==> config.mk <==
export PLATFORM = sky130hd
export DESIGN_NAME = ptc_cell
export DESIGN_NICKNAME = d
export VERILOG_FILES = /design/src/hdl/particle_table_integrator_macros.svh /design/src/hdl/ptc_pkg.sv /design/src/hdl/ptc_cell.sv
export SDC_FILE = /design/constraint.sdc
export NUM_CORES = 1
export LEC_CHECK = 0
export ABC_AREA = 1
export BUFFER_PORTS_ARGS = -buffer_cell sky130_fd_sc_hd__clkbuf_2
export CORE_AREA = 2 2 159 161
export DETAILED_ROUTE_END_ITERATION = 7
export DIE_AREA = 0 0 161 163
export REMOVE_ABC_BUFFERS = 1
export SLEW_MARGIN = 20
export SYNTH_ARGS = -nofsm -noshare
export SYNTH_HDL_FRONTEND = slang
export SYNTH_SLANG_ARGS = --single-unit
==> constraint.sdc <==
create_clock -name clk_i -period 0.8 [get_ports clk_i]
set_input_delay 0.16 -clock clk_i [delete_from_list [all_inputs] [get_ports clk_i]]
set_output_delay 0.16 -clock clk_i [all_outputs]
set_load 0.02 [all_outputs]
==> src/hdl/particle_table_integrator_macros.svh <==
// Assertion macros shared by the particle table integrator.
`ifndef PARTICLE_TABLE_INTEGRATOR_MACROS_SVH
`define PARTICLE_TABLE_INTEGRATOR_MACROS_SVH

// Same-cycle implication, checked at every rising edge out of reset.
`define PTI_ASSERT_NOW(lbl, ante, cons, msg) \
  lbl: assert property (@(posedge clk_i) disable iff (!rst_ni) (ante) |-> (cons)) \
    else $error(msg);

// Next-cycle implication, checked at every rising edge out of reset.
`define PTI_ASSERT_NEXT(lbl, ante, cons, msg) \
  lbl: assert property (@(posedge clk_i) disable iff (!rst_ni) (ante) |=> (cons)) \
    else $error(msg);

`endif

==> src/hdl/ptc_pkg.sv <==
// Package with types, codes and saturating arithmetic for the particle table.
package ptc_pkg;

  localparam int PTC_NUM_SLOTS = 64;

  typedef enum logic [1:0] {
    CMD_SPAWN  = 2'd0,
    CMD_UPDATE = 2'd1,
    CMD_VIEW   = 2'd2,
    CMD_NONE   = 2'd3
  } cmd_e;

  typedef enum logic [2:0] {
    ST_SPAWNED   = 3'd0,
    ST_FULL      = 3'd1,
    ST_UPDATED   = 3'd2,
    ST_RECORD    = 3'd3,
    ST_VIEW_NONE = 3'd4
  } status_e;

  typedef enum logic [2:0] {
    S_IDLE,
    S_PRE,
    S_SCAN,
    S_MUL,
    S_WB,
    S_DONE
  } state_e;

  typedef enum logic [2:0] {
    REG_GRAVITY_X = 3'd0,
    REG_GRAVITY_Y = 3'd1,
    REG_WIND_X    = 3'd2,
    REG_WIND_Y    = 3'd3,
    REG_FLOOR_Y   = 3'd4
  } reg_e;

  // One particle as held in a cell of the ring.
  typedef struct packed {
    logic signed [31:0] x;
    logic signed [31:0] y;
    logic signed [31:0] vx;
    logic signed [31:0] vy;
    logic signed [31:0] life;
    logic signed [31:0] full;
    logic [7:0]         kind;
    logic               alive;
  } particle_t;

  // Accelerations and floor from the configuration registers.
  typedef struct packed {
    logic signed [31:0] grav_x;
    logic signed [31:0] grav_y;
    logic signed [31:0] wind_x;
    logic signed [31:0] wind_y;
    logic signed [31:0] floor_y;
  } cfg_t;

  // Clamp a 33-bit signed value to 32 bits.
  function automatic logic signed [31:0] sat33(input logic signed [32:0] v);
    logic signed [31:0] r;
    if (v[32] != v[31]) begin
      r = v[32] ? 32'sh8000_0000 : 32'sh7FFF_FFFF;
    end else begin
      r = v[31:0];
    end
    return r;
  endfunction

  function automatic logic signed [31:0] sat_add(input logic signed [31:0] a,
                                                 input logic signed [31:0] b);
    logic signed [32:0] s;
    s = {a[31], a} + {b[31], b};
    return sat33(s);
  endfunction

  // Full product of a value and dt; the drop of 16 bits rounds toward minus infinity.
  function automatic logic signed [49:0] mul_dt(input logic signed [31:0] a,
                                                input logic [16:0] dt);
    logic signed [17:0] d;
    logic signed [49:0] p;
    d = $signed({1'b0, dt});
    p = a * d;
    return p;
  endfunction

  // Shift a product down by 16 and clamp it to 32 bits.
  function automatic logic signed [31:0] prod_sat(input logic signed [49:0] p);
    logic signed [33:0] q;
    logic signed [31:0] r;
    q = p[49:16];
    if ((q[33] == q[32]) && (q[32] == q[31])) begin
      r = q[31:0];
    end else begin
      r = q[33] ? 32'sh8000_0000 : 32'sh7FFF_FFFF;
    end
    return r;
  endfunction

endpackage

==> src/hdl/ptc_cell.sv <==
// One cell of the particle ring: holds a particle and passes it on when the ring shifts.
module ptc_cell import ptc_pkg::*; (
  input  logic      clk_i,
  input  logic      rst_ni,
  input  logic      shift_i,
  input  particle_t d_i,
  output particle_t q_o
);

  logic      alive_q;
  particle_t rec_q;

  // The alive mark is control state and clears at reset.
  always_ff @(posedge clk_i or negedge rst_ni) begin
    if (!rst_ni) begin
      alive_q <= 1'b0;
    end else if (shift_i) begin
      alive_q <= d_i.alive;
    end
  end

  // Particle payload has no reset.
  always_ff @(posedge clk_i) begin
    if (shift_i) begin
      rec_q <= d_i;
    end
  end

  always_comb begin
    q_o       = rec_q;
    q_o.alive = alive_q;
  end

endmodule

==> impl_metrics.json, run 1 <==
{
  "synth_mux_area_share_pct": 0,
  "dp_hpwl_mm": 12.7,
  "postSynthCellCount": 206,
  "post_cts_buffers": 1,
  "synth.top_cell.area_share_pct": 99.2,
  "fp.dieH_um": 163,
  "synth_area_leader_cell": "edfxtp_1",
  "cts_sinks": 201,
  "ys_warn_count": 0,
  "outcome": "did not finish",
  "synth_area_leaders": "edfxtp_1, dfrtp_1, nand2_1",
  "yosys.area_share.xor_xnor_pct": 0,
  "syn_area_sq_um": 6050,
  "ctsRootBufferMaster": "clkbuf_16",
  "synth_cell_types": 5,
  "failed_stage": "4_1_cts",
  "clockBufferDepth": 3,
  "io_pins": 405,
  "yosys.area_share.simple_pct": 0.186,
  "die_x_um": 161,
  "rows": 58,
  "synthAdderAreaFrac_pct": 0,
  "ctsHoldBuffers": 199,
  "start_util_pct": 24.5,
  "synth_compound_area_share_pct": 0,
  "synth_top_family_by_area": "buffers and inverters",
  "ctsResizeCount": 20,
  "ys_seq_elements": 201,
  "gp_congestion": 0.761,
  "numCtsBuffers": 21,
  "synth.avg_cell_area_sq_um": 29.4,
  "seq_area_frac_synth_pct": 99.6,
  "portBuffers": 404,
  "h-tree-depth": 1,
  "tool.error": "[ERROR RSZ-0060] Max buffer count reached."
}
cell usage after synthesis (all sizes together):
| cell | count |
|---|---|
| edfxtp | 200 |
| nand2 | 3 |
| buf | 1 |
| dfrtp | 1 |
| inv | 1 |
cell families after synthesis:
kind of cell	count (synthesis)
DFF	201
and+or+nand+nor	3
buffers and inverters	2
stage by stage:
step                      utilization, %  instance area (sq um)  cells  worst slack [ns]
after floorplan                        -                   6050    205             0.124
after global placement              35.0                   8640    952            -0.181
after detailed placement            35.0                   8640    952            -0.189
==> inputs of run 2 (changes only) <==
--- a/config.mk
+++ b/config.mk
@@ -7,9 +7,9 @@
 export LEC_CHECK = 0
 export ABC_AREA = 1
 export BUFFER_PORTS_ARGS = -buffer_cell sky130_fd_sc_hd__clkbuf_2
-export CORE_AREA = 2 2 159 161
+export CORE_UTILIZATION = 20
 export DETAILED_ROUTE_END_ITERATION = 7
-export DIE_AREA = 0 0 161 163
+export PLACE_DENSITY_LB_ADDON = 0.15
 export REMOVE_ABC_BUFFERS = 1
 export SLEW_MARGIN = 20
 export SYNTH_ARGS = -nofsm -noshare
==> impl_metrics.json, run 2 <==
{
  "final_util_pct": 41.8,
  "leakagePower_nw": 5.22,
  "dieArea_sq_um": 31000,
  "wire_per_inst_um": 15.0,
  "setup_tns_ns": -79.30,
  "stdcell_count": 1256,
  "hold_viol_final": 0,
  "timing.critical_path.buf_inv": 1,
  "grt_pass1_vias": 5039,
  "min_from": "shift_i",
  "synthAdderAreaFrac_pct": 0,
  "r2r-start": "alive_q$_DFFE_PN0P_",
  "postSynthCellCount": 206,
  "place_inst": 1013,
  "startpoint_type": "flop",
  "fin_crit_ns": 1.24,
  "power-per-cell-area_nw_per_um2": 2150,
  "drive_gt1_share_pct": 51.7,
  "h-tree-depth": 1,
  "max_freq_ghz": 0.807,
  "dp_hpwl_mm": 13.2,
  "grt.overflow.total": 0,
  "peakVddDrop_uv": 1700,
  "cts_tree": "built",
  "synth_ff_type": "edfxtp_1",
  "start_util_pct": 20.4,
  "synth_area_leader_cell": "edfxtp_1",
  "crit_fanout": 1,
  "ys_warn_count": 0,
  "crit_type": "flop to primary output",
  "fin_ws_ns": -0.439,
  "rsz0062_at_grt": "yes",
  "clk_pin_slew_ns": 0.06,
  "portBuffers": 404,
  "yosys.area_share.xor_xnor_pct": 0,
  "ctsRootBufferMaster": "clkbuf_16",
  "multi_input_area_sq_um": 11.3,
  "synth_cell_types": 5,
  "area_delta_synth_final_pct": 105,
  "area.sequential_sq_um": 6030,
  "hold_path_depth": 2,
  "worst_setup_path_end_kind": "primary output",
  "synth.top_cell.area_share_pct": 99.2,
  "drt-vias-per-instance": 3.64,
  "clockBufferDepth": 3,
  "whs_ns": 0.230,
  "synth_edf_count": 200,
  "yosys.area_share.simple_pct": 0.186,
  "fill_cells": 2719,
  "hold_end": "q_o[61]$_DFFE_PP_",
  "rows": 63,
  "synth_top_family_by_area": "buffers and inverters",
  "crit_chain": "buf_6",
  "slew_violations": 0,
  "io_pins": 405,
  "cts_sinks": 201,
  "cap_violations": 0,
  "ant_nets": 0,
  "hp-class": "input port to flop",
  "cp.arrival_ns": 1.08,
  "finalClockSkew_ns": 0,
  "rrSetupSlack_ns": -0.04,
  "largest_reg_flops": 200,
  "syn_area_sq_um": 6050,
  "finalSetupViolCount": 202,
  "synth.most_common_cell": "edfxtp_1",
  "crit_family": "flip-flops",
  "n_antenna_cell": 0,
  "finalWirelength_mm": 18.8,
  "grtUsageTotal_pct": 11.2,
  "die_x_um": 176,
  "violations": "negative setup slack",
  "fp.dieH_um": 176,
  "synth_mux_area_share_pct": 0,
  "slowest_stage": "edfxtp_1",
  "antenna_found_initial": 0,
  "drcViolationCount": 0,
  "synth.avg_cell_area_sq_um": 29.4,
  "fin_crit_sh_pct": 155,
  "core_area_sq_um": 29700,
  "vias": 4572,
  "r2r-end": "alive_q$_DFFE_PN0P_",
  "outcome": "complete, but fails checks",
  "synth_common_cells": "edfxtp_1, nand2_1, buf_4, dfrtp_1, inv_1",
  "layout_common_cells": "dlygate4sd3_1, clkbuf_2, edfxtp_1",
  "gp_congestion": 0.730,
  "worst_r2r_path_depth": 4,
  "tightest_slew_ns": 0.220,
  "synth_compound_area_share_pct": 0,
  "ys_seq_elements": 201,
  "synth_area_leaders": "edfxtp_1, dfrtp_1, nand2_1",
  "worstSkewPairLatency_ns": 0.50,
  "grt_max_degree": 34,
  "slew_headroom_pct": 85.3,
  "layout.nets": 1057,
  "drt_first_iter_violations": 187,
  "grt_pass1_wl_mm": 26.6,
  "crit_path_max_incr_delay_ns": 0.42,
  "crit_cells": 1,
  "cp.required_ns": 0.64,
  "seq_area_frac_synth_pct": 99.6,
  "dr.pass1.iters": 4,
  "numCtsBuffers": 23,
  "async_reset_ff_share_pct": 0.498
}
==> run 2: routing by layer <==
layer / part of all wire [%] / wire length (um) / vias up / track usage [%]
li1: - / - / 2139 / -
met1: 35 / 6520 / 2134 / 11.5
met2: 54 / 10100 / 259 / 21.2
met3: 7.9 / 1490 / 40 / 3.27
met4: 3.5 / 653 / 0 / 4.38
met5: 0 / 0 / - / 0
==> run 2: cell families after synthesis <==
| logic type | Yosys count |
|---|---|
| buf+inv | 2 |
| flops | 201 |
| simple gates | 3 |
==> run 2: area by class of cell <==
cell class	instances	area share, %
sequential	201	48.6
timing repair buffer	623	42.0
clock buffer	31	4.88
tap	390	3.93
clock inverter	7	0.524
multi-input combinational	3	0.0907
inverter	1	0.0302
==> run 2: worst max-delay path by stage <==
stage | startpoint | to | slack [ns]
finish | q_o[84]$_DFFE_PP_ | q_o[84] | -0.44
global placement | shift_i | q_o[175]$_DFFE_PP_ | -0.18
CTS | q_o[84]$_DFFE_PP_ | q_o[84] | -0.50
detailed placement | shift_i | q_o[175]$_DFFE_PP_ | -0.20
global route | q_o[84]$_DFFE_PP_ | q_o[84] | -0.49
floorplan | alive_q$_DFFE_PN0P_ | alive_q$_DFFE_PN0P_ | 0.12
==> run 2: what timing repair did <==
action,in CTS,in global routing
endpoints found under the setup margin,201,201
gates resized for setup,22,478
hold buffers,203,0
endpoints found under the hold margin,202,0
cloned,0,0
pin swaps,0,0
buffers inserted,1,1
==> run 2: stage by stage <==
step	setup WS [ns]	power [W]	cell area, sq um
final	-0.439	0.0267	12400
after CTS	-0.503	0.0263	11500
after global routing	-0.491	0.0278	12400
after global placement	-0.182	0.0157	8720
after detailed placement	-0.202	0.0157	8720
after floorplan	0.124	0.0141	6050
==> run 2: power by group <==
group	internal, W	switching (W)
Clock	0.00559	0.00397
Combinational	0.00230	0.00194
Sequential	0.0125	0.000354
Total	0.0204	0.00626
Power figures use the tool's default switching activity.
==> inputs of run 3 (changes only) <==
--- a/config.mk
+++ b/config.mk
@@ -5,11 +5,9 @@
 export SDC_FILE = /design/constraint.sdc
 export NUM_CORES = 1
 export LEC_CHECK = 0
-export ABC_AREA = 1
 export BUFFER_PORTS_ARGS = -buffer_cell sky130_fd_sc_hd__clkbuf_2
 export CORE_UTILIZATION = 20
 export DETAILED_ROUTE_END_ITERATION = 7
-export PLACE_DENSITY_LB_ADDON = 0.15
 export REMOVE_ABC_BUFFERS = 1
 export SLEW_MARGIN = 20
 export SYNTH_ARGS = -nofsm -noshare
==> impl_metrics.json, run 3 <==
{
  "outcome": "complete, but fails checks",
  "violations": "negative setup slack",
  "post_cts_buffers": 0,
  "cp.required_ns": 0.64,
  "fin_crit_ns": 1.29,
  "finalSetupViolCount": 201,
  "grt.overflow.total": 0,
  "crit_type": "flop to primary output",
  "h-tree-depth": 1,
  "drcViolationCount": 0,
  "power-per-cell-area_nw_per_um2": 2190,
  "drive_gt1_share_pct": 52.1,
  "rsz0062_at_grt": "yes",
  "peakVddDrop_uv": 1480,
  "vias": 4612,
  "fin_ws_ns": -0.495,
  "grt_max_degree": 32,
  "crit_family": "flip-flops",
  "hold_viol_final": 0,
  "grtUsageTotal_pct": 12.0,
  "worst_setup_path_end_kind": "primary output",
  "largest_reg_flops": 200,
  "synth_cell_types": 4,
  "synth_edf_count": 200,
  "tightest_slew_ns": 0.273,
  "seq_area_frac_synth_pct": 99.6,
  "cp.arrival_ns": 1.13,
  "crit_path_max_incr_delay_ns": 0.46,
  "finalWirelength_mm": 20.4,
  "setup_tns_ns": -79.07,
  "portBuffers": 404,
  "wire_per_inst_um": 16.2,
  "ctsRootBufferMaster": "clkbuf_16",
  "slew_violations": 0,
  "dr.pass1.iters": 4,
  "synth_ff_type": "edfxtp_1",
  "crit_fanout": 1,
  "slowest_stage": "edfxtp_1",
  "crit_chain": "buf_6",
  "layout_common_cells": "dlygate4sd3_1, clkbuf_2, edfxtp_1",
  "rows": 63,
  "postSynthCellCount": 203,
  "io_pins": 405,
  "cts_sinks": 201,
  "finalClockSkew_ns": 0,
  "area_delta_synth_final_pct": 105,
  "drt_first_iter_violations": 139,
  "clockBufferDepth": 3,
  "max_freq_ghz": 0.772,
  "ys_seq_elements": 201,
  "antenna_found_initial": 4,
  "clk_pin_slew_ns": 0.06,
  "worstSkewPairLatency_ns": 0.50,
  "core_area_sq_um": 29700,
  "syn_area_sq_um": 6050,
  "grt_pass1_wl_mm": 27.7,
  "dieArea_sq_um": 31000,
  "synth_common_cells": "edfxtp_1, buf_4, dfrtp_1, mux2_4",
  "layout.nets": 1055,
  "fp.dieH_um": 176,
  "slew_headroom_pct": 81.8,
  "grt_pass1_vias": 4888,
  "fin_crit_sh_pct": 162,
  "die_x_um": 176,
  "dp_worst_setup_slack_ns": -0.214,
  "dp_hpwl_mm": 13.8,
  "numCtsBuffers": 22,
  "synth.avg_cell_area_sq_um": 29.8,
  "gp_congestion": 0.749,
  "synth.top_cell.area_share_pct": 99.2,
  "async_reset_ff_share_pct": 0.498,
  "synth_area_leaders": "edfxtp_1, dfrtp_1, mux2_4",
  "synth.most_common_cell": "edfxtp_1",
  "hp-class": "input port to flop",
  "leakagePower_nw": 5.22,
  "power.total_w": 0.0272,
  "place_inst": 1014,
  "stdcell_count": 1256,
  "cap_violations": 0,
  "timing.critical_path.buf_inv": 1,
  "ant_nets": 0,
  "cts_tree": "built",
  "start_util_pct": 20.4,
  "drt-vias-per-instance": 3.67,
  "ys_warn_count": 0,
  "synth_area_leader_cell": "edfxtp_1",
  "whs_ns": 0.165,
  "startpoint_type": "flop"
}
==> run 3: cell count changes in the layout (fill, tap and decap cells not counted), moves of 2 or more <==
cell | previous run | this run
buf_2 | 48 | 58
diode_2 | 0 | 2
bufinv_16 | 1 | 3
nand2_1 | 3 | 0
buf_4 | 13 | 15
buf_6 | 140 | 130
==> run 3: layer usage <==
layer  vias up  global-route usage (%)  share of wire, %
met4         4                    4.31               3.4
met3        42                    3.85               8.7
met2       261                    21.6                52
li1       2131                       -                 -
met1      2174                    13.2                36
met5         -                       0              0.14
==> run 3: timing repair <==
action,4_1_cts,5_1_grt
endpoints found under the setup margin,201,201
resized for setup,24,456
endpoints found under the hold margin,202,0
hold buffers,203,0
==> run 3: logic make-up after synthesis <==
kind of cell	after synthesis	share of synthesized area [%]
DFF	201	99.6
buffers and inverters	1	0.124
muxes	1	0.248
==> run 3: worst paths after layout <==
path,from,endpoint,slack (ns),cells past startpoint
max in group asynchronous,rst_ni,alive_q$_DFFE_PN0P_,0.19,3
min in group asynchronous,rst_ni,alive_q$_DFFE_PN0P_,0.50,3
hold / removal,shift_i,alive_q$_DFFE_PN0P_,0.17,2
setup / recovery,q_o[63]$_DFFE_PP_,q_o[63],-0.49,1
setup reg to reg,alive_q$_DFFE_PN0P_,alive_q$_DFFE_PN0P_,0.03,1
hold reg to reg,alive_q$_DFFE_PN0P_,alive_q$_DFFE_PN0P_,0.53,1
==> run 3: report_power, final <==
group | internal [W] | leakage (nW) | switching [W] | total, W
clock network | 0.00619 | 0.342 | 0.00385 | 0.0100
logic | 0.00226 | 2.91 | 0.00199 | 0.00425
registers | 0.0125 | 1.97 | 0.000365 | 0.0129
total | 0.0210 | 5.22 | 0.00620 | 0.0272
==> run 3: final cells by class <==
class                           count  area, sq um
Clock inverter                      6          103
Tap cell                          390          488
Timing Repair Buffer              625         5160
Sequential cell                   201         6030
Clock buffer                       31          606
Fill cell                        2649        17300
Multi-Input combinational cell      1         15.0
Antenna cell                        2         5.00
==> run 3: per-stage QoR <==
step	area (sq um)	utilization, %
floorplan	6050	-
global placement	8750	29.4
detailed placement	8750	29.4
CTS	11600	39.0
global route	12400	41.7
finish	12400	41.8
==> inputs of run 4 (changes only) <==
--- a/config.mk
+++ b/config.mk
@@ -6,8 +6,9 @@
 export NUM_CORES = 1
 export LEC_CHECK = 0
 export BUFFER_PORTS_ARGS = -buffer_cell sky130_fd_sc_hd__clkbuf_2
-export CORE_UTILIZATION = 20
+export CORE_AREA = 2 2 156 158
 export DETAILED_ROUTE_END_ITERATION = 7
+export DIE_AREA = 0 0 158 160
 export REMOVE_ABC_BUFFERS = 1
 export SLEW_MARGIN = 20
 export SYNTH_ARGS = -nofsm -noshare
==> constraint.sdc (replaced) <==
create_clock -name clk_i -period 1.15 [get_ports clk_i]
set_input_delay 0.23 -clock clk_i [delete_from_list [all_inputs] [get_ports clk_i]]
set_output_delay 0.23 -clock clk_i [all_outputs]
set_load 0.02 [all_outputs]
==> impl_metrics.json, run 4 <==
{
  "synth_common_cells": "edfxtp_1, buf_4, dfrtp_1, mux2_4",
  "io_pins": 405,
  "synth_area_leaders": "edfxtp_1, dfrtp_1, mux2_4",
  "synth.most_common_cell": "edfxtp_1",
  "tool.error": "[ERROR RSZ-0060] Max buffer count reached.",
  "synthAdderAreaFrac_pct": 0,
  "rows": 57,
  "yosys.area_share.xor_xnor_pct": 0,
  "synth_ff_type": "edfxtp_1",
  "dp_hpwl_mm": 12.3,
  "synth_top_family_by_area": "multiplexers",
  "cts_sinks": 201,
  "outcome": "did not finish",
  "synth_mux_area_share_pct": 0.248,
  "failed_stage": "4_1_cts",
  "ctsHoldBuffers": 197,
  "ys_seq_elements": 201,
  "fp.dieH_um": 160,
  "numCtsBuffers": 23,
  "synth_cell_types": 4,
  "clockBufferDepth": 3,
  "gp_congestion": 0.761,
  "syn_area_sq_um": 6050,
  "h-tree-depth": 1,
  "portBuffers": 404,
  "synth.top_cell.area_share_pct": 99.2,
  "async_reset_ff_share_pct": 0.498,
  "yosys.area_share.simple_pct": 0,
  "synth_compound_area_share_pct": 0,
  "synth_edf_count": 200,
  "ctsRootBufferMaster": "clkbuf_16",
  "start_util_pct": 25.4,
  "post_cts_buffers": 0,
  "ctsResizeCount": 19,
  "die_x_um": 158,
  "ys_warn_count": 0,
  "seq_area_frac_synth_pct": 99.6,
  "synth_area_leader_cell": "edfxtp_1",
  "synth.avg_cell_area_sq_um": 29.8,
  "postSynthCellCount": 203
}
## run 4: cell counts after synthesis
No cell type changed its count.
## run 4: logic make-up after synthesis
group and count (synthesis):
buf+inv 1, mux 1, flops 201
## run 4: per-stage QoR
step	cell area [sq um]	util, %	setup slack, ns	hold WS [ns]	cells
global placement	8590	36.1	0.0470	0.00836	940
detailed placement	8590	36.1	0.0357	0.00744	940
floorplan	6050	-	0.315	-0.0656	202
